File: src/rtl/pcbp_pkg.sv
// Package for the prefix code bit packer: sequencer states, transaction codes
// and fixed field widths. No dependencies.

package pcbp_pkg;

    localparam int BYTE_BITS       = 8;
    localparam int CODE_FIELD_BITS = 32;
    localparam int LEN_BITS        = 6;
    localparam int PEND_BITS       = 7;
    localparam int PEND_CNT_BITS   = 3;
    localparam int MAX_CODE_LEN    = 32;

    localparam logic [BYTE_BITS-1:0] END_MARKER = 8'hFF;

    // Kind of an input transaction, carried on s_tuser
    typedef enum logic [0:0] {
        OP_CODE = 1'b0,
        OP_END  = 1'b1
    } opcode_t;

    typedef enum logic [1:0] {
        ST_IDLE,
        ST_EMIT,
        ST_MARK
    } state_t;

endpackage

File: src/rtl/prefix_code_bit_packer.sv
// Prefix code bit packer top level: accumulator, byte sequencer, output register.
// Depends on pcbp_pkg.

// Packs right-aligned variable-length codewords into bytes, earliest bit in
// each byte's MSB. A code transaction (s_tuser = 0) appends the low
// code_length bits of code_bits (length saturated at the smaller of
// MAX_CODE_LEN and 32) to up to seven pending bits and sends every complete
// byte; the final byte it causes carries m_tlast. An end transaction
// (s_tuser = 1) sends the leftover bits zero-padded into one byte, if any,
// then the marker byte 0xFF with m_tlast, and empties the store. Rate: the
// input is taken in ST_IDLE, then one shared right shifter slices one byte per
// cycle out of the accumulator while m_tready is held high; a code transaction
// sends 0 to 4 bytes and an end transaction goes on through ST_EMIT to ST_MARK.
// s_tready is low until the sequencer is back in ST_IDLE, so no new transaction
// is taken before the last one is done; a byte waiting in the output register
// stalls the shifter.
module prefix_code_bit_packer #(
    parameter int MAX_CODE_LEN = pcbp_pkg::MAX_CODE_LEN
) (
    input  logic        clk,
    input  logic        rst_n,
    // Input stream
    input  logic        s_tvalid,
    output logic        s_tready,
    input  logic [39:0] s_tdata,   // [31:0] code_bits, [37:32] code_length, [39:38] zero
    input  logic [0:0]  s_tuser,   // [0] opcode
    // Output stream
    output logic        m_tvalid,
    input  logic        m_tready,
    output logic [7:0]  m_tdata,   // [7:0] byte_value
    output logic        m_tlast
);

    // Widest usable code, accumulator and counter widths follow from it
    localparam int CW    = (MAX_CODE_LEN < pcbp_pkg::CODE_FIELD_BITS) ?
                           MAX_CODE_LEN : pcbp_pkg::CODE_FIELD_BITS;
    localparam int ACC_W = pcbp_pkg::PEND_BITS + CW;
    localparam int CNT_W = $clog2(ACC_W + 1);
    localparam int LEN_W = pcbp_pkg::LEN_BITS;
    localparam int BB    = pcbp_pkg::BYTE_BITS;

    // Registers
    pcbp_pkg::state_t                     state_reg, state_next;
    logic [ACC_W-1:0]                     acc_reg, acc_next;
    logic [CNT_W-1:0]                     cnt_reg, cnt_next;
    logic                                 end_reg, end_next;
    logic [pcbp_pkg::PEND_BITS-1:0]       pend_bits_reg, pend_bits_next;
    logic [pcbp_pkg::PEND_CNT_BITS-1:0]   pend_cnt_reg, pend_cnt_next;
    logic                                 m_tvalid_reg, m_tvalid_next;
    logic [BB-1:0]                        m_tdata_reg, m_tdata_next;
    logic                                 m_tlast_reg, m_tlast_next;

    // Input fields
    logic [pcbp_pkg::CODE_FIELD_BITS-1:0] code_bits;
    logic [LEN_W-1:0]                     code_length;
    pcbp_pkg::opcode_t                    opcode;

    assign code_bits   = s_tdata[pcbp_pkg::CODE_FIELD_BITS-1:0];
    assign code_length = s_tdata[pcbp_pkg::CODE_FIELD_BITS +: LEN_W];
    assign opcode      = pcbp_pkg::opcode_t'(s_tuser[0]);

    // Load path
    logic [LEN_W-1:0] eff_len;
    logic [CW-1:0]    code_masked;
    logic [BB-1:0]    pad_byte;

    assign eff_len     = (code_length > LEN_W'(CW)) ? LEN_W'(CW) : code_length;
    assign code_masked = code_bits[CW-1:0] & ({CW{1'b1}} >> (LEN_W'(CW) - eff_len));
    assign pad_byte    = BB'({1'b0, pend_bits_reg} << (LEN_W'(BB) - LEN_W'(pend_cnt_reg)));

    // Shared byte slicer
    logic [ACC_W-1:0] shifted;
    logic [CNT_W-1:0] rem;
    logic             have_byte;
    logic             slot_free;
    logic             emit_fire;
    logic             emit_done;
    logic [pcbp_pkg::PEND_CNT_BITS-1:0] left_cnt;

    assign have_byte = (cnt_reg >= CNT_W'(BB));
    assign rem       = have_byte ? (cnt_reg - CNT_W'(BB)) : cnt_reg;
    assign shifted   = acc_reg >> rem;
    assign slot_free = !m_tvalid_reg || m_tready;
    assign emit_fire = (state_reg == pcbp_pkg::ST_EMIT) && have_byte && slot_free;
    assign emit_done = (state_reg == pcbp_pkg::ST_EMIT) &&
                       (!have_byte || (slot_free && (rem < CNT_W'(BB))));
    assign left_cnt  = rem[pcbp_pkg::PEND_CNT_BITS-1:0];

    assign s_tready = (state_reg == pcbp_pkg::ST_IDLE);

    // Next state
    always_comb
    begin
        state_next = state_reg;
        unique case (state_reg)
            pcbp_pkg::ST_IDLE:
            begin
                if (s_tvalid)
                    state_next = pcbp_pkg::ST_EMIT;
            end
            pcbp_pkg::ST_EMIT:
            begin
                if (emit_done)
                    state_next = end_reg ? pcbp_pkg::ST_MARK : pcbp_pkg::ST_IDLE;
            end
            pcbp_pkg::ST_MARK:
            begin
                if (slot_free)
                    state_next = pcbp_pkg::ST_IDLE;
            end
            default:
                state_next = pcbp_pkg::ST_IDLE;
        endcase
    end

    // Datapath and outputs
    always_comb
    begin
        acc_next       = acc_reg;
        cnt_next       = cnt_reg;
        end_next       = end_reg;
        pend_bits_next = pend_bits_reg;
        pend_cnt_next  = pend_cnt_reg;
        m_tvalid_next  = m_tvalid_reg && !m_tready;
        m_tdata_next   = m_tdata_reg;
        m_tlast_next   = m_tlast_reg;

        unique case (state_reg)
            pcbp_pkg::ST_IDLE:
            begin
                if (s_tvalid)
                begin
                    if (opcode == pcbp_pkg::OP_END)
                    begin
                        acc_next = ACC_W'(pad_byte);
                        cnt_next = (pend_cnt_reg != '0) ? CNT_W'(BB) : '0;
                        end_next = 1'b1;
                    end
                    else
                    begin
                        acc_next = (ACC_W'(pend_bits_reg) << eff_len) | ACC_W'(code_masked);
                        cnt_next = CNT_W'(pend_cnt_reg) + CNT_W'(eff_len);
                        end_next = 1'b0;
                    end
                end
            end
            pcbp_pkg::ST_EMIT:
            begin
                if (emit_fire)
                begin
                    m_tvalid_next = 1'b1;
                    m_tdata_next  = shifted[BB-1:0];
                    m_tlast_next  = !end_reg && (rem < CNT_W'(BB));
                    cnt_next      = rem;
                end
                if (emit_done)
                begin
                    // keep what is left below a whole byte
                    pend_cnt_next  = left_cnt;
                    pend_bits_next = acc_reg[pcbp_pkg::PEND_BITS-1:0] &
                                     ~({pcbp_pkg::PEND_BITS{1'b1}} << left_cnt);
                end
            end
            pcbp_pkg::ST_MARK:
            begin
                if (slot_free)
                begin
                    m_tvalid_next  = 1'b1;
                    m_tdata_next   = pcbp_pkg::END_MARKER;
                    m_tlast_next   = 1'b1;
                    pend_bits_next = '0;
                    pend_cnt_next  = '0;
                end
            end
            default:
            begin
                m_tvalid_next = 1'b0;
            end
        endcase
    end

    always_ff @(posedge clk or negedge rst_n)
    begin
        if (!rst_n)
        begin
            state_reg     <= pcbp_pkg::ST_IDLE;
            pend_bits_reg <= '0;
            pend_cnt_reg  <= '0;
            m_tvalid_reg  <= 1'b0;
            end_reg       <= 1'b0;
            cnt_reg       <= '0;
        end
        else
        begin
            state_reg     <= state_next;
            pend_bits_reg <= pend_bits_next;
            pend_cnt_reg  <= pend_cnt_next;
            m_tvalid_reg  <= m_tvalid_next;
            end_reg       <= end_next;
            cnt_reg       <= cnt_next;
        end
    end

    always_ff @(posedge clk)
    begin
        acc_reg     <= acc_next;
        m_tdata_reg <= m_tdata_next;
        m_tlast_reg <= m_tlast_next;
    end

    assign m_tvalid = m_tvalid_reg;
    assign m_tdata  = m_tdata_reg;
    assign m_tlast  = m_tlast_reg;

    // Assertions
    a_cnt_range: assert property (@(posedge clk) disable iff (!rst_n)
        (state_reg == pcbp_pkg::ST_EMIT) |-> (cnt_reg <= CNT_W'(ACC_W)))
        else $error("accumulator count beyond accumulator width");

    a_mark_out: assert property (@(posedge clk) disable iff (!rst_n)
        (state_reg == pcbp_pkg::ST_MARK && slot_free) |=>
        (m_tvalid && m_tlast && m_tdata == pcbp_pkg::END_MARKER &&
         pend_cnt_reg == '0 && state_reg == pcbp_pkg::ST_IDLE))
        else $error("end marker not issued or store not emptied");

    a_end_busy: assert property (@(posedge clk) disable iff (!rst_n)
        (s_tvalid && s_tready && opcode == pcbp_pkg::OP_END) |=>
        (!s_tready && end_reg))
        else $error("end transaction not taken up by the sequencer");

    a_last_ends: assert property (@(posedge clk) disable iff (!rst_n)
        (emit_fire && !end_reg && rem < CNT_W'(BB)) |=>
        (m_tlast && state_reg == pcbp_pkg::ST_IDLE))
        else $error("final byte of a code transaction without tlast");

endmodule

File: config.mk
export PLATFORM = sky130hd
export DESIGN_NAME = prefix_code_bit_packer
export DESIGN_NICKNAME = d
export VERILOG_FILES = /design/src/rtl/pcbp_pkg.sv /design/src/rtl/prefix_code_bit_packer.sv
export SDC_FILE = /design/constraint.sdc
export NUM_CORES = 1
export LEC_CHECK = 0
export ABC_AREA = 1
export BUFFER_PORTS_ARGS = -buffer_cell sky130_fd_sc_hd__buf_2
export CORE_MARGIN = 1.5
export CORE_UTILIZATION = 55
export CTS_BUF_LIST = sky130_fd_sc_hd__clkbuf_8
export CTS_CLUSTER_SIZE = 16
export DETAILED_ROUTE_END_ITERATION = 10
export GPL_TIMING_DRIVEN = 0
export PLACE_DENSITY_LB_ADDON = 0.08
export SLEW_MARGIN = 15
export SYNTH_ARGS = -nofsm -noshare
export SYNTH_HDL_FRONTEND = slang
export SYNTH_SLANG_ARGS = --single-unit
File: constraint.sdc
create_clock -name clk -period 2.3 [get_ports clk]
set_input_delay 0.23 -clock clk [delete_from_list [all_inputs] [get_ports clk]]
set_output_delay 0.23 -clock clk [all_outputs]
set_load 0.05 [all_outputs]
# Word level (Yosys, flattened, before mapping)
# Index checks and enable logic that the tools add are counted.
# totals
reg_bits	68
inputBits	45
out_inout_bits	11
wordCells	82
# op_classes
addsub	4
order_cmp	3
n_eq_ne	6
shifts	5
mux	29
bitwise_logic	4
n_reduce_logical	21
# op_table
operator	n
$or 39x32->39	1
$shl 7x6->39	1
$shr 39x6->8	1
$and 32x32->32	1
$shr 32x6->32 const A	1
$mux 6	5
$mux 8	3
$pmux 8 s2	1
$mux 7	2
$pmux 7 s2	1
$pmux 6 s2	1
$reduce_and 3->1	4
$mux 2	4
$ne 2x2->1 const B	4
$shl 7x6->8	1
$and 7x7->7	1
$not 7->7	1
$shl 7x3->7 const A	1
$add 3x6->6	1
$ge 6x4->1 const B	1
$gt 6x6->1 const B	1
$logic_and 1x1->1	6
$lt 6x4->1 const B	1
$mux 3	2
other kinds (17)	26

# Logic depth before layout (Yosys ltp)
# Gate-level depths: netlist (run 1).
# logic_depth
ltp_word	8
depth_mapped	16
depth_no_buf	15

# Worst setup path after synthesis (run 1)
# No wires, ideal clock.
# synth_timing
path_kind	register to register
startpoint	register state_reg[0]
endpoint	register acc_reg[0], enable pin
setup_ns	0.396
arrival_ns	2.041
required_ns	1.904
path_slack_ns	-0.137
path_stages_with_launch	5
path_buffers	0
period_less_slack_ns	2.437
cell_sequence	dfrtp_1 inv_1 ha_1 nand2_1 inv_1
# synth_via
elab_chain_len	2
# synth_rtl
item	line	rtl
from (decl)	prefix_code_bit_packer.sv:43	pcbp_pkg::state_t state_reg, state_next;
from (signal assigned)	prefix_code_bit_packer.sv:186	state_reg <= pcbp_pkg::ST_IDLE;
from (signal assigned)	prefix_code_bit_packer.sv:195	state_reg <= state_next;
$logic_not 2->1	n/a	
via s_tready	prefix_code_bit_packer.sv:24	output logic s_tready,
$reduce_and 2->1 (no line)	n/a	
to (signal assigned)	prefix_code_bit_packer.sv:206	acc_reg <= acc_next;
to (decl)	prefix_code_bit_packer.sv:44	logic [ACC_W-1:0] acc_reg, acc_next;
# The timed path passes the listed nets, and every way through them passes these cells.
# A chain may end at the register's enable or synchronous reset.

# Worst setup path after layout (run 1)
# layout_timing
startpoint	input s_tdata[33]
endpoint	register acc_reg[6] (data pin)
# layout_via
elab_chain_len	7
elab_cells_between_ends	8
cone_classes	add/sub (1); order compare (1); shift (2); mux (2); bitwise (2)
# layout_rtl
item	line	rtl
from (decl)	prefix_code_bit_packer.sv:25	input logic [39:0] s_tdata,
$gt 6x6->1	prefix_code_bit_packer.sv:67	assign eff_len = (code_length > LEN_W'(CW)) ? LEN_W'(CW) : code_length;
$mux 6 *	prefix_code_bit_packer.sv:67	
$sub 6x6->6	prefix_code_bit_packer.sv:68	assign code_masked = code_bits[CW-1:0] & ({CW{1'b1}} >> (LEN_W'(CW) - eff_len));
$shr 32x6->32	prefix_code_bit_packer.sv:68	
$and 32x32->32	prefix_code_bit_packer.sv:68	
$or 39x32->39 *	prefix_code_bit_packer.sv:141	acc_next = (ACC_W'(pend_bits_reg) << eff_len) | ACC_W'(code_masked);
$mux 8 *	prefix_code_bit_packer.sv:133	if (opcode == pcbp_pkg::OP_END)
# Mark *: on every way between the ends. The rest lies on a longest branch, timed or not.

==> impl_metrics.prom, run 1 <==
# TYPE chip_impl_metric gauge
chip_impl_metric{name="ys.warnings.count",unit=""} 0
chip_impl_info{name="criticalPathCategory",value="input pin to flip-flop"} 1
chip_impl_metric{name="static_power_due_to_leakage",unit="nW"} 2.988
chip_impl_metric{name="detailedPlacementHpwl",unit="mm"} 16.07
chip_impl_metric{name="place.gp.congestion",unit=""} 0.9889
chip_impl_info{name="main_combinational_cell_family_by_area_after_synthesis",value="simple AND/OR/NAND/NOR gates"} 1
chip_impl_metric{name="share_of_layout_cells_above_drive_strength_1",unit="%"} 12.56
chip_impl_metric{name="port_buffers",unit=""} 51
chip_impl_info{name="cp-startpoint",value="s_tdata[33]"} 1
chip_impl_metric{name="synth_async_sr_flop_share",unit="%"} 29.41
chip_impl_metric{name="grt_start_max_net_pins",unit=""} 43
chip_impl_info{name="yosys_most_used_dff",value="edfxtp_1"} 1
chip_impl_metric{name="max_stage_delay",unit="ns"} 0.29
chip_impl_metric{name="clk_pin_slew",unit="ns"} 0.09
chip_impl_metric{name="period_share",unit="%"} 96.15
chip_impl_metric{name="mapped_area",unit="mm2"} 0.005856
chip_impl_metric{name="drt_pre_antenna_iters",unit=""} 5
chip_impl_metric{name="power.density_cell_area",unit="mW/mm2"} 1320
chip_impl_info{name="clock_tree_from_tritoncts",value="built"} 1
chip_impl_metric{name="fmax",unit="MHz"} 452.2
chip_impl_info{name="cts_root_buffer",value="clkbuf_8"} 1
chip_impl_metric{name="num-fill-cells",unit=""} 931
chip_impl_metric{name="worstSkewPairLatency",unit="ns"} 0.36
chip_impl_metric{name="number_of_design_rule_violations_left_after_detail_routing",unit=""} 0
chip_impl_metric{name="detail_route.wl_per_cell",unit="um"} 18.66
chip_impl_metric{name="core_area",unit="mm2"} 0.01032
chip_impl_metric{name="combinationalPowerShare",unit="%"} 63.2
chip_impl_metric{name="drt_iter0_drc",unit=""} 702
chip_impl_metric{name="post-synth-top-area-fraction",unit="%"} 24.62
chip_impl_metric{name="grt_pass1_vias",unit=""} 6478
chip_impl_metric{name="synth_mux_area_share",unit="%"} 0.1709
chip_impl_metric{name="fp.dieH",unit="um"} 106.2
chip_impl_metric{name="finish.cell_count_without_fillers",unit=""} 1099
chip_impl_info{name="run_status",value="finished, final reports clean"} 1
chip_impl_info{name="worst_hold_startpoint",value="m_tready"} 1
chip_impl_metric{name="diodes",unit=""} 0
chip_impl_metric{name="routed_wirelength",unit="mm"} 20.51
chip_impl_metric{name="synth_simple_gate_area_share",unit="%"} 36.15
chip_impl_metric{name="largest_register_ff_count",unit=""} 39
chip_impl_metric{name="pwr-share-clk",unit="%"} 12.4
chip_impl_metric{name="finalSetupTns",unit="ns"} 0
chip_impl_metric{name="intPower",unit="W"} 0.004007
chip_impl_metric{name="slew_headroom",unit="%"} 57.04
chip_impl_metric{name="totalPowerFinal",unit="W"} 0.008642
chip_impl_metric{name="synth-compound-area-share",unit="%"} 18.74
chip_impl_metric{name="tightest_slew",unit="ns"} 0.6444
chip_impl_metric{name="setup_viol",unit=""} 0
chip_impl_metric{name="critical_path_peak_fanout",unit=""} 10
chip_impl_metric{name="finalHoldViolations",unit=""} 0
chip_impl_metric{name="synth_cell_types",unit=""} 42
chip_impl_metric{name="antenna_violating_nets_remaining",unit=""} 0
chip_impl_info{name="timing.critical_path.slowest_stage_cell",value="o211ai_1"} 1
chip_impl_metric{name="number_of_vias_in_the_routed_layout",unit=""} 6782
chip_impl_metric{name="synthesis.area_per_instance",unit="um2"} 6.550
chip_impl_info{name="reg2reg_from",value="state_reg[0]"} 1
chip_impl_metric{name="cts_made_buffers",unit=""} 9
chip_impl_metric{name="pwr-share-seq",unit="%"} 24.4
chip_impl_metric{name="skew",unit="ns"} 0.02091
chip_impl_metric{name="syn2layout_area_growth",unit="%"} 11.84
chip_impl_metric{name="dpl.cell_count",unit=""} 1081
chip_impl_info{name="family_with_the_most_delay_on_the_worst_path",value="simple AND/OR/NAND/NOR gates"} 1
chip_impl_info{name="synth_top_cell_by_area",value="edfxtp_1"} 1
chip_impl_metric{name="cts_max_level",unit=""} 3
chip_impl_metric{name="cp.arrival",unit="ns"} 2.32
chip_impl_metric{name="switching_power",unit="W"} 0.004635
chip_impl_metric{name="floorplan.rows",unit=""} 37
chip_impl_metric{name="timing.final.max_slew_violations",unit=""} 0
chip_impl_info{name="min_path_type",value="input pin to flip-flop"} 1
chip_impl_metric{name="timing.max_cap.violations",unit=""} 0
chip_impl_metric{name="net_sw_share",unit="%"} 53.63
chip_impl_metric{name="grt_util_all_layers",unit="%"} 37.29
chip_impl_info{name="grt_setup_unrepaired",value="true"} 1
chip_impl_metric{name="number_of_vias_per_cell",unit=""} 6.171
chip_impl_metric{name="final_nets",unit=""} 1013
chip_impl_info{name="worstSetupEndpointType",value="flip-flop"} 1
chip_impl_metric{name="syn-instance-count",unit=""} 894
chip_impl_metric{name="die_area",unit="mm2"} 0.01127
chip_impl_metric{name="dieWidth",unit="um"} 106.2
chip_impl_metric{name="cts.sinks",unit=""} 68
chip_impl_metric{name="finalCoreUtilization",unit="%"} 63.43
chip_impl_metric{name="post_synthesis_register_bit_count",unit=""} 68
chip_impl_metric{name="synth_sequential_area_ratio",unit="%"} 33.16
chip_impl_info{name="worstPathCellList",value="buf_2, nor2_4, nand3_2, nand2_2, nand2_2, buf_4, ha_2, nand2_2, xor2_4, inv_2, o211ai_1, o21ai_1, nand2_1, nand2_1"} 1
chip_impl_info{name="synth_area_leaders",value="edfxtp_1, nand2_1, nand3_1"} 1
chip_impl_info{name="commonest_non_fill_non_tap_cells_in_the_layout",value="nand2_1, nand3_1, o21ai_0, inv_1, buf_2"} 1
chip_impl_metric{name="initial_util",unit="%"} 56.72
chip_impl_metric{name="syn_nets",unit=""} 949
chip_impl_metric{name="number_of_antenna_violations_at_the_first_check_in_global_routing",unit=""} 0
chip_impl_metric{name="num_io_pins",unit=""} 56
chip_impl_metric{name="crit_buf_inv",unit=""} 3
chip_impl_info{name="cp_common_cell",value="nand2_2"} 1
chip_impl_metric{name="maximum_clock_path_buffer_count",unit=""} 2
chip_impl_metric{name="edff_count_synth",unit=""} 48
chip_impl_metric{name="synth_adder_area_share",unit="%"} 2.137
chip_impl_metric{name="peak_vdd_ir",unit="V"} 0.0008789
chip_impl_metric{name="worst_slack",unit="ns"} 0.08856
chip_impl_info{name="mostFrequentLayoutCell",value="nand2_1"} 1
chip_impl_info{name="critical_path_source_type",value="input pin"} 1
chip_impl_metric{name="timing.critical_path.required",unit="ns"} 2.41
chip_impl_metric{name="overflow",unit=""} 0
chip_impl_metric{name="period_minus_slack",unit="ns"} 2.211
chip_impl_metric{name="preCtsSetupSlack",unit="ns"} -0.4092
chip_impl_metric{name="grt_first_pass_wirelength",unit="mm"} 32.50
chip_impl_metric{name="synthXorXnorAreaFrac",unit="%"} 0.6197
## Yosys cell counts, types with 3 or more instances
cell type	n
nand2_1	291
buf_2	14
nor2_1	41
nand2_2	4
nor3_1	5
clkbuf_1	26
inv_1	70
o22ai_1	15
or2_2	6
edfxtp_1	48
nand4_1	14
nor2_2	3
o21ai_0	84
dfrtp_1	20
nand3_1	116
buf_4	6
o21a_1	3
and2_1	3
o211ai_1	19
ha_1	10
inv_2	4
a31oi_1	7
a21oi_1	54
o21ai_1	6
## path summary, 6_finish.rpt
kind                                          to  slack, ns  depth (start not counted)
worst min register to register           end_reg       0.53                          2
max in group asynchronous             cnt_reg[0]       1.60                          2
worst max-delay path                  acc_reg[6]       0.09                         14
worst max register to register        m_tdata[3]       0.16                          7
min in group asynchronous       pend_bits_reg[0]       0.34                          2
worst min-delay path                    m_tvalid       0.18                          4
## cells by family (layout without fill, tap and decap cells)
group	after synthesis	count (layout)
adder cells (fa/ha/maj)	10	10
AND/OR/NAND/NOR	492	492
flip-flops	68	68
AO/OA/AOI/OAI	195	195
multiplexers	1	1
XOR/XNOR	2	2
buffers and inverters	126	195
## metrics by stage
stage	cell area [um2]	hold WS, ns
floorplan	5859	-0.06559
finish	6549	0.1838
global route	6549	0.2248
CTS	6509	0.1767
global placement	6285	0.1984
detailed placement	6285	0.2173
## power by group through the flow
| stage | clock network (W) | registers, W | logic [W] |
|---|---|---|---|
| final | 0.00107 | 0.00211 | 0.00546 |
| after global routing | 0.00111 | 0.00215 | 0.00603 |
| after CTS | 0.00106 | 0.00211 | 0.00525 |
| after detailed placement | 0 | 0.00213 | 0.00522 |
| after global placement | 0 | 0.00212 | 0.00512 |
| after floorplan | 0 | 0.00237 | 0.00357 |
## layout make-up
class / count / area, um2 / share of cell area, %
buffer: 49 / 244.0 / 3.726
clock buffer: 11 / 151.4 / 2.312
clock inverter: 5 / 57.56 / 0.8789
inverter: 76 / 289.0 / 4.413
multi-input combinational: 700 / 3415 / 52.14
sequential: 68 / 1942 / 29.65
tap: 136 / 170.2 / 2.598
timing repair buffer: 53 / 272.8 / 4.165
timing repair inverter: 1 / 7.507 / 0.1146
## metal layers
| layer | part of all wire, % | global-route usage [%] |
|---|---|---|
| met1 | 40 | 46.80 |
| met2 | 46 | 60.28 |
| met3 | 9.9 | 8.093 |
| met4 | 5.0 | 19.31 |
| met5 | 0 | 0 |
## worst min-delay path: stages
cell and delay, ns:
buf_2 0.08, nor2_1 0.08, nand2_1 0.07, a21oi_1 0.06
## repair_timing
item | 4_1_cts | 5_1_grt
hold buffers | 1 | 0
setup endpoints to repair | 1 | 60
hold endpoints to repair | 20 | 0
setup buffers | 0 | 1
cloned | 0 | 1
gates resized for setup | 1 | 14
pin swaps | 0 | 2
Power figures use the tool's default switching activity.
==> inputs of run 2 (changes only) <==
==> constraint.sdc (replaced) <==
create_clock -name clk -period 2.35 [get_ports clk]
set_input_delay 0.235 -clock clk [delete_from_list [all_inputs] [get_ports clk]]
set_output_delay 0.235 -clock clk [all_outputs]
set_load 0.05 [all_outputs]
==> run 2 against run 1 <==
  * Register-to-register slack worse by 0.07 ns
  * Critical path type is now flip-flop to flip-flop
  * Critical endpoint is now m_tdata[7]
  * Critical path depth down 4
  * Clock-buffer cell count unchanged
  * Power down 2.4%
  * Largest power group unchanged
==> impl_metrics.prom, run 2 (same netlist as run 1, synthesis figures left out) <==
# TYPE chip_impl_metric gauge
chip_impl_metric{name="antenna_violating_nets_remaining",unit=""} 0
chip_impl_metric{name="share_of_layout_cells_above_drive_strength_1",unit="%"} 12.25
chip_impl_metric{name="power.density_cell_area",unit="mW/mm2"} 1291
chip_impl_metric{name="detail_route.wl_per_cell",unit="um"} 18.83
chip_impl_metric{name="timing.critical_path.required",unit="ns"} 2.44
chip_impl_metric{name="routed_wirelength",unit="mm"} 20.69
chip_impl_info{name="cp_common_cell",value="nand2_1"} 1
chip_impl_info{name="critical_path_source_type",value="flip-flop"} 1
chip_impl_metric{name="largest_register_ff_count",unit=""} 39
chip_impl_metric{name="grt_start_max_net_pins",unit=""} 43
chip_impl_metric{name="cts_max_level",unit=""} 3
chip_impl_metric{name="final_nets",unit=""} 1013
chip_impl_metric{name="grt_pass1_vias",unit=""} 6466
chip_impl_metric{name="hold_path_depth",unit=""} 4
chip_impl_info{name="timing.critical_path.slowest_stage_cell",value="o21ai_0"} 1
chip_impl_metric{name="number_of_vias_in_the_routed_layout",unit=""} 6774
chip_impl_metric{name="number_of_design_rule_violations_left_after_detail_routing",unit=""} 0
chip_impl_metric{name="place.gp.congestion",unit=""} 0.9889
chip_impl_metric{name="grt_first_pass_wirelength",unit="mm"} 32.51
chip_impl_metric{name="cts.sinks",unit=""} 68
chip_impl_metric{name="port_buffers",unit=""} 51
chip_impl_metric{name="cts_made_buffers",unit=""} 9
chip_impl_metric{name="finalSetupTns",unit="ns"} 0
chip_impl_metric{name="grt_util_all_layers",unit="%"} 37.30
chip_impl_metric{name="critical_path_peak_fanout",unit=""} 10
chip_impl_metric{name="overflow",unit=""} 0
chip_impl_info{name="commonest_non_fill_non_tap_cells_in_the_layout",value="nand2_1, nand3_1, o21ai_0, inv_1, buf_2"} 1
chip_impl_metric{name="post-cts-setup-buffer-count",unit=""} 0
chip_impl_metric{name="peak_vdd_ir",unit="V"} 0.0008609
chip_impl_metric{name="finalHoldViolations",unit=""} 0
chip_impl_metric{name="fmax",unit="MHz"} 442.4
chip_impl_metric{name="preCtsSetupSlack",unit="ns"} -0.3642
chip_impl_info{name="reg2reg_from",value="cnt_reg[0]"} 1
chip_impl_metric{name="diodes",unit=""} 0
chip_impl_metric{name="period_share",unit="%"} 96.19
chip_impl_info{name="min_path_type",value="input pin to flip-flop"} 1
chip_impl_metric{name="syn2layout_area_growth",unit="%"} 11.58
chip_impl_metric{name="setup_viol",unit=""} 0
chip_impl_metric{name="dieWidth",unit="um"} 106.2
chip_impl_metric{name="core_area",unit="mm2"} 0.01032
chip_impl_metric{name="detailedPlacementHpwl",unit="mm"} 16.07
chip_impl_metric{name="totalPowerFinal",unit="W"} 0.008436
chip_impl_metric{name="cp.arrival",unit="ns"} 2.35
chip_impl_info{name="grt_setup_unrepaired",value="false"} 1
chip_impl_metric{name="number_of_antenna_violations_at_the_first_check_in_global_routing",unit=""} 0
chip_impl_metric{name="initial_util",unit="%"} 56.72
chip_impl_metric{name="number_of_vias_per_cell",unit=""} 6.164
chip_impl_metric{name="timing.final.max_slew_violations",unit=""} 0
chip_impl_metric{name="fp.dieH",unit="um"} 106.2
chip_impl_info{name="crit-reg2reg-capture",value="m_tdata[7]"} 1
chip_impl_metric{name="die_area",unit="mm2"} 0.01127
chip_impl_metric{name="floorplan.rows",unit=""} 37
chip_impl_info{name="worst_hold_startpoint",value="m_tready"} 1
chip_impl_metric{name="period_minus_slack",unit="ns"} 2.260
chip_impl_metric{name="num_io_pins",unit=""} 56
chip_impl_info{name="mostFrequentLayoutCell",value="nand2_1"} 1
chip_impl_metric{name="slew_headroom",unit="%"} 57.96
chip_impl_metric{name="drt_pre_antenna_iters",unit=""} 9
chip_impl_metric{name="max_stage_delay",unit="ns"} 0.38
chip_impl_info{name="worstSetupEndpointType",value="flip-flop"} 1
chip_impl_metric{name="skew",unit="ns"} 0.02194
chip_impl_info{name="cts_root_buffer",value="clkbuf_8"} 1
chip_impl_info{name="criticalPathCategory",value="flip-flop to flip-flop"} 1
chip_impl_metric{name="timing.max_cap.violations",unit=""} 0
chip_impl_metric{name="drt_iter0_drc",unit=""} 686
chip_impl_metric{name="worstSkewPairLatency",unit="ns"} 0.36
chip_impl_metric{name="worst_slack",unit="ns"} 0.08962
chip_impl_metric{name="tightest_slew",unit="ns"} 0.6306
chip_impl_info{name="clock_tree_from_tritoncts",value="built"} 1
chip_impl_info{name="worstPathCellList",value="buf_4, inv_1, buf_2, buf_4, o21ai_0, nand2_1, a31oi_1, o21ai_0, nand2_1, nand2_1"} 1
chip_impl_metric{name="clk_pin_slew",unit="ns"} 0.09
chip_impl_metric{name="r2r_cells",unit=""} 10
chip_impl_metric{name="maximum_clock_path_buffer_count",unit=""} 2
chip_impl_metric{name="worst-r2r-setup-slack",unit="ns"} 0.09
chip_impl_info{name="timing.hold.worst_endpoint",value="m_tvalid"} 1
chip_impl_info{name="run_status",value="finished, final reports clean"} 1
chip_impl_metric{name="static_power_due_to_leakage",unit="nW"} 2.981
[run 2: changes by cell type in the layout (fill, tap and decap cells not counted), sizes merged]
cell    before  now
buf         76   75
clkbuf      36   37
[run 2: critical path, delay by kind of cell (launching register included)]
family | cells | cell delay, ns
compound gates | 3 | 0.71
flops | 1 | 0.33
buf+inv | 4 | 0.64
simple gates | 3 | 0.33
[run 2: power by group]
group	switching, W	internal [W]	total [W]	leakage, nW
sequential	0.000223	0.00184	0.00207	0.730
clock	0.000499	0.000554	0.00105	0.112
combinational	0.00381	0.00151	0.00532	2.14
[run 2: worst max path at each step]
stage / from / end / slack [ns] / depth (start not counted)
after floorplan: state_reg[0] / acc_reg[0] / 0.24 / 4
after global placement: s_tdata[33] / acc_reg[1] / -0.36 / 15
after detailed placement: s_tdata[33] / acc_reg[1] / -0.36 / 15
after CTS: s_tdata[33] / acc_reg[1] / 0.01 / 15
after global routing: s_tdata[33] / acc_reg[6] / 0.002 / 15
final: cnt_reg[0] / m_tdata[7] / 0.09 / 10
[run 2: metrics by stage]
step                      hold WS [ns]  area, um2  instances  utilization [%]
after global placement          0.2034       6285       1081            60.88
after detailed placement        0.2223       6285       1081            60.88
final                           0.1886       6534       1099            63.29
after CTS                       0.1817       6504       1098            63.00
after global routing            0.2298       6534       1099            63.29
after floorplan               -0.06059       5859        894                -
[run 2: repair_timing]
item	in CTS	in global routing
endpoints found under the setup margin	0	48
endpoints found under the hold margin	20	0
hold buffers	1	0
gates resized for setup	0	9
[run 2: routing by layer]
metal  global-route usage [%]  wire [um]  up-vias  share of wire, %
met5                        0          0        -                 0
met4                    19.40        990        0               4.8
met3                    8.093       1966       82               9.5
met2                    60.18       9417      447                46
met1                    46.88       8315     3079                40
li1                         -          -     3166                 -
[run 2: final cells by class]
type | count | area, um2
buffer | 50 | 250.2
clock buffer | 11 | 151.4
clock inverter | 5 | 57.56
fill | 932 | 3790
inverter | 76 | 289.0
multi-input combinational | 700 | 3401
sequential | 68 | 1942
tap | 136 | 170.2
timing repair buffer | 52 | 265.3
timing repair inverter | 1 | 7.507
==> inputs of run 3 (changes only) <==
--- a/config.mk
+++ b/config.mk
@@ -5,7 +5,6 @@
 export SDC_FILE = /design/constraint.sdc
 export NUM_CORES = 1
 export LEC_CHECK = 0
-export ABC_AREA = 1
 export BUFFER_PORTS_ARGS = -buffer_cell sky130_fd_sc_hd__buf_2
 export CORE_MARGIN = 1.5
 export CORE_UTILIZATION = 55
@@ -13,7 +12,9 @@
 export CTS_CLUSTER_SIZE = 16
 export DETAILED_ROUTE_END_ITERATION = 10
 export GPL_TIMING_DRIVEN = 0
+export HOLD_SLACK_MARGIN = 0.02
 export PLACE_DENSITY_LB_ADDON = 0.08
+export REMOVE_ABC_BUFFERS = 1
 export SLEW_MARGIN = 15
 export SYNTH_ARGS = -nofsm -noshare
 export SYNTH_HDL_FRONTEND = slang
==> run 3 against run 2 <==
  * Fmax shrank 2.4%
  * Via count is 14% lower
  * Final cell count is 25% lower
  * Routed wire length down 1.7%
  * Clock-buffer cell count up 1
  * Highest routed layer unchanged
  * Sequential power grew 14%
  * Flip-flop and latch count unchanged
  * Non-clock buffer count down 38
  * Final area increased by 6.2%
  * Combinational power down 3%
  * Hold slack worse by 0.011 ns
==> impl_metrics.prom, run 3 <==
# TYPE chip_impl_metric gauge
chip_impl_info{name="run_status",value="finished, final reports clean"} 1
chip_impl_info{name="worstPathCellList",value="inv_1, ha_2, ha_2, mux4_2, mux2i_1, o221ai_1"} 1
chip_impl_metric{name="peak_vdd_ir",unit="V"} 0.0009954
chip_impl_metric{name="diodes",unit=""} 0
chip_impl_info{name="synth_common_cells",value="nand2_1, edfxtp_1, nor2_1"} 1
chip_impl_metric{name="fin_area",unit="mm2"} 0.006940
chip_impl_info{name="crit_path_end",value="acc_reg[5]"} 1
chip_impl_metric{name="drt_iter0_drc",unit=""} 587
chip_impl_metric{name="setup_viol",unit=""} 0
chip_impl_metric{name="die_area",unit="mm2"} 0.01220
chip_impl_metric{name="num_io_pins",unit=""} 56
chip_impl_metric{name="max_stage_delay",unit="ns"} 0.50
chip_impl_metric{name="synth_cell_types",unit=""} 71
chip_impl_info{name="grt_setup_unrepaired",value="true"} 1
chip_impl_metric{name="finalSetupTns",unit="ns"} 0
chip_impl_metric{name="post-synth-top-area-fraction",unit="%"} 22.70
chip_impl_metric{name="place.gp.congestion",unit=""} 0.9775
chip_impl_metric{name="synth_adder_area_share",unit="%"} 1.970
chip_impl_metric{name="place_area",unit="mm2"} 0.006509
chip_impl_metric{name="totalPowerFinal",unit="W"} 0.008741
chip_impl_info{name="worstSetupEndpointType",value="flip-flop"} 1
chip_impl_metric{name="synth_sequential_area_ratio",unit="%"} 30.58
chip_impl_metric{name="synth_async_sr_flop_share",unit="%"} 29.41
chip_impl_metric{name="grt_pass1_vias",unit=""} 5534
chip_impl_metric{name="dieWidth",unit="um"} 110.5
chip_impl_info{name="crit-reg2reg-capture",value="acc_reg[5]"} 1
chip_impl_metric{name="number_of_vias_per_cell",unit=""} 7.096
chip_impl_info{name="yosys_most_used_dff",value="edfxtp_1"} 1
chip_impl_metric{name="routed_wirelength",unit="mm"} 20.33
chip_impl_metric{name="maximum_clock_path_buffer_count",unit=""} 2
chip_impl_metric{name="fp.dieH",unit="um"} 110.5
chip_impl_metric{name="static_power_due_to_leakage",unit="nW"} 2.441
chip_impl_metric{name="mapped_area",unit="mm2"} 0.006350
chip_impl_metric{name="post_synthesis_register_bit_count",unit=""} 68
chip_impl_metric{name="number_of_design_rule_violations_left_after_detail_routing",unit=""} 0
chip_impl_metric{name="period_share",unit="%"} 98.58
chip_impl_metric{name="antenna_violating_nets_remaining",unit=""} 0
chip_impl_metric{name="detail_route.wl_per_cell",unit="um"} 24.82
chip_impl_metric{name="overflow",unit=""} 0
chip_impl_info{name="timing.critical_path.slowest_stage_cell",value="dfrtp_1"} 1
chip_impl_info{name="cts_root_buffer",value="clkbuf_8"} 1
chip_impl_metric{name="num-fill-cells",unit=""} 999
chip_impl_info{name="commonest_non_fill_non_tap_cells_in_the_layout",value="nand2_1, buf_2, edfxtp_1, nor2_1, mux2i_1"} 1
chip_impl_metric{name="cts_max_level",unit=""} 3
chip_impl_info{name="most_common_cell_in_the_synthesized_netlist",value="nand2_1"} 1
chip_impl_metric{name="clk_pin_slew",unit="ns"} 0.07
chip_impl_metric{name="slew_headroom",unit="%"} 20.11
chip_impl_info{name="main_combinational_cell_family_by_area_after_synthesis",value="multiplexers"} 1
chip_impl_metric{name="final_nets",unit=""} 726
chip_impl_info{name="family_with_the_most_delay_on_the_worst_path",value="adder cells"} 1
chip_impl_info{name="cp-startpoint",value="pend_cnt_reg[1]"} 1
chip_impl_metric{name="share_of_layout_cells_above_drive_strength_1",unit="%"} 23.08
chip_impl_info{name="synth_top_cell_by_area",value="edfxtp_1"} 1
chip_impl_metric{name="critical_path_peak_fanout",unit=""} 9
chip_impl_metric{name="synth-compound-area-share",unit="%"} 20.81
chip_impl_metric{name="r2r_cells",unit=""} 6
chip_impl_metric{name="synthesis.area_per_instance",unit="um2"} 9.694
chip_impl_info{name="synth_area_leaders",value="edfxtp_1, mux4_2, dfrtp_1"} 1
chip_impl_metric{name="syn-instance-count",unit=""} 655
chip_impl_metric{name="grt_start_max_net_pins",unit=""} 40
chip_impl_info{name="critical_path_source_type",value="flip-flop"} 1
chip_impl_info{name="clock_tree_from_tritoncts",value="built"} 1
chip_impl_metric{name="cts.sinks",unit=""} 68
chip_impl_metric{name="worst-r2r-setup-slack",unit="ns"} 0.03
chip_impl_metric{name="worstSkewPairLatency",unit="ns"} 0.35
chip_impl_info{name="reg2reg_from",value="pend_cnt_reg[1]"} 1
chip_impl_metric{name="fmax",unit="MHz"} 431.7
chip_impl_metric{name="edff_count_synth",unit=""} 48
chip_impl_metric{name="timing.max_cap.violations",unit=""} 0
chip_impl_metric{name="power.density_cell_area",unit="mW/mm2"} 1259
chip_impl_metric{name="core_area",unit="mm2"} 0.01132
chip_impl_metric{name="finalHoldViolations",unit=""} 0
chip_impl_info{name="cp_common_cell",value="ha_2"} 1
chip_impl_metric{name="whs",unit="ns"} 0.1776
chip_impl_info{name="criticalPathCategory",value="flip-flop to flip-flop"} 1
chip_impl_metric{name="grt_first_pass_wirelength",unit="mm"} 31.44
chip_impl_metric{name="tightest_slew",unit="ns"} 1.190
chip_impl_metric{name="worst-path-stages",unit=""} 6
chip_impl_metric{name="ys.warnings.count",unit=""} 0
chip_impl_metric{name="syn2layout_area_growth",unit="%"} 9.301
chip_impl_metric{name="synth_simple_gate_area_share",unit="%"} 15.25
chip_impl_info{name="mostFrequentLayoutCell",value="nand2_1"} 1
chip_impl_metric{name="synth_mux_area_share",unit="%"} 23.43
chip_impl_info{name="min_path_type",value="input pin to flip-flop"} 1
chip_impl_metric{name="skew",unit="ns"} 0.01417
chip_impl_metric{name="period_minus_slack",unit="ns"} 2.317
chip_impl_metric{name="number_of_antenna_violations_at_the_first_check_in_global_routing",unit=""} 0
chip_impl_metric{name="floorplan.rows",unit=""} 39
chip_impl_metric{name="drt_pre_antenna_iters",unit=""} 5
chip_impl_metric{name="timing.final.max_slew_violations",unit=""} 0
chip_impl_metric{name="largest_register_ff_count",unit=""} 39
chip_impl_metric{name="cp.arrival",unit="ns"} 2.36
chip_impl_metric{name="number_of_vias_in_the_routed_layout",unit=""} 5812
chip_impl_metric{name="synthXorXnorAreaFrac",unit="%"} 0.9655
chip_impl_metric{name="cts_made_buffers",unit=""} 9
chip_impl_metric{name="grt_util_all_layers",unit="%"} 33.15
chip_impl_metric{name="crit_buf_inv",unit=""} 1
chip_impl_metric{name="timing.critical_path.required",unit="ns"} 2.39
chip_impl_metric{name="detailedPlacementHpwl",unit="mm"} 15.10
chip_impl_metric{name="initial_util",unit="%"} 56.09
chip_impl_metric{name="port_buffers",unit=""} 53
run 3: cell types whose count changed after synthesis, sizes merged, moves of 37 or more:
cell   before  now
inv        74   27
mux2i       1   38
mux4        0   40
nand2     296   63
nand3     117   24
o21ai      90   35
run 3: kinds of logic after synthesis:
logic type | after synthesis
flops | 68
fa+ha+maj | 10
compound gates | 189
xor+xnor | 7
simple gates | 201
buf+inv | 88
mux | 92
run 3: per-stage QoR:
| step | utilization, % | cells | setup slack (ns) |
|---|---|---|---|
| 2_1_floorplan | - | 596 | -0.6999 |
| 3_3_place_gp | 57.05 | 792 | -1.655 |
| 3_5_place_dp | 57.49 | 794 | -1.387 |
| 4_1_cts | 60.68 | 817 | 0.004553 |
| 5_1_grt | 61.31 | 819 | -0.008562 |
| 6_report | 61.31 | 819 | 0.03346 |
run 3: what timing repair did:
item / CTS / global route
endpoints found under the hold margin: 20 / 0
gates resized for setup: 17 / 16
hold buffers: 1 / 0
setup buffers: 6 / 2
pin swaps: 0 / 1
setup endpoints to repair: 52 / 37
run 3: area by class of cell:
class | count | area, um2 | area share [%]
tap | 143 | 178.9 | 2.578
sequential | 68 | 1957 | 28.20
clock buffer | 12 | 165.2 | 2.380
clock inverter | 4 | 93.84 | 1.352
timing repair buffer | 64 | 384.1 | 5.535
inverter | 29 | 113.9 | 1.641
multi-input combinational | 499 | 4048 | 58.32
run 3: worst register-to-register path: stages (launching register included):
cell	delay [ns]
dfrtp_1	0.50
inv_1	0.13
ha_2	0.19
ha_2	0.43
mux4_2	0.33
mux2i_1	0.22
o221ai_1	0.20
run 3: per-layer routing:
layer / vias to the layer above / share of wire [%] / wire, um / track usage, %
met2: 333 / 46 / 9432 / 52.26
li1: 2583 / - / - / -
met3: 65 / 7.4 / 1502 / 5.379
met5: - / 0 / 0 / 0.4167
met4: 0 / 5.4 / 1088 / 18.72
met1: 2831 / 41 / 8306 / 43.61
run 3: report_power, final:
part	switching [W]	internal, W	total, W	leakage, nW
clock	0.000442	0.000788	0.00123	0.130
sequential	0.000511	0.00185	0.00236	0.721
combinational	0.00307	0.00209	0.00515	1.59
total	0.00402	0.00472	0.00874	2.44
run 3: worst min-delay path by stage:
stage | startpoint | end | slack [ns] | depth (start not counted)
after global placement | rst_n | pend_bits_reg[1] | 0.19 | 1
after floorplan | rst_n | cnt_reg[0] | -0.06 | 0
after CTS | s_tvalid | state_reg[0] | 0.16 | 3
after detailed placement | rst_n | pend_bits_reg[1] | 0.21 | 1
after global routing | s_tvalid | state_reg[0] | 0.18 | 3
final | s_tvalid | state_reg[0] | 0.18 | 3
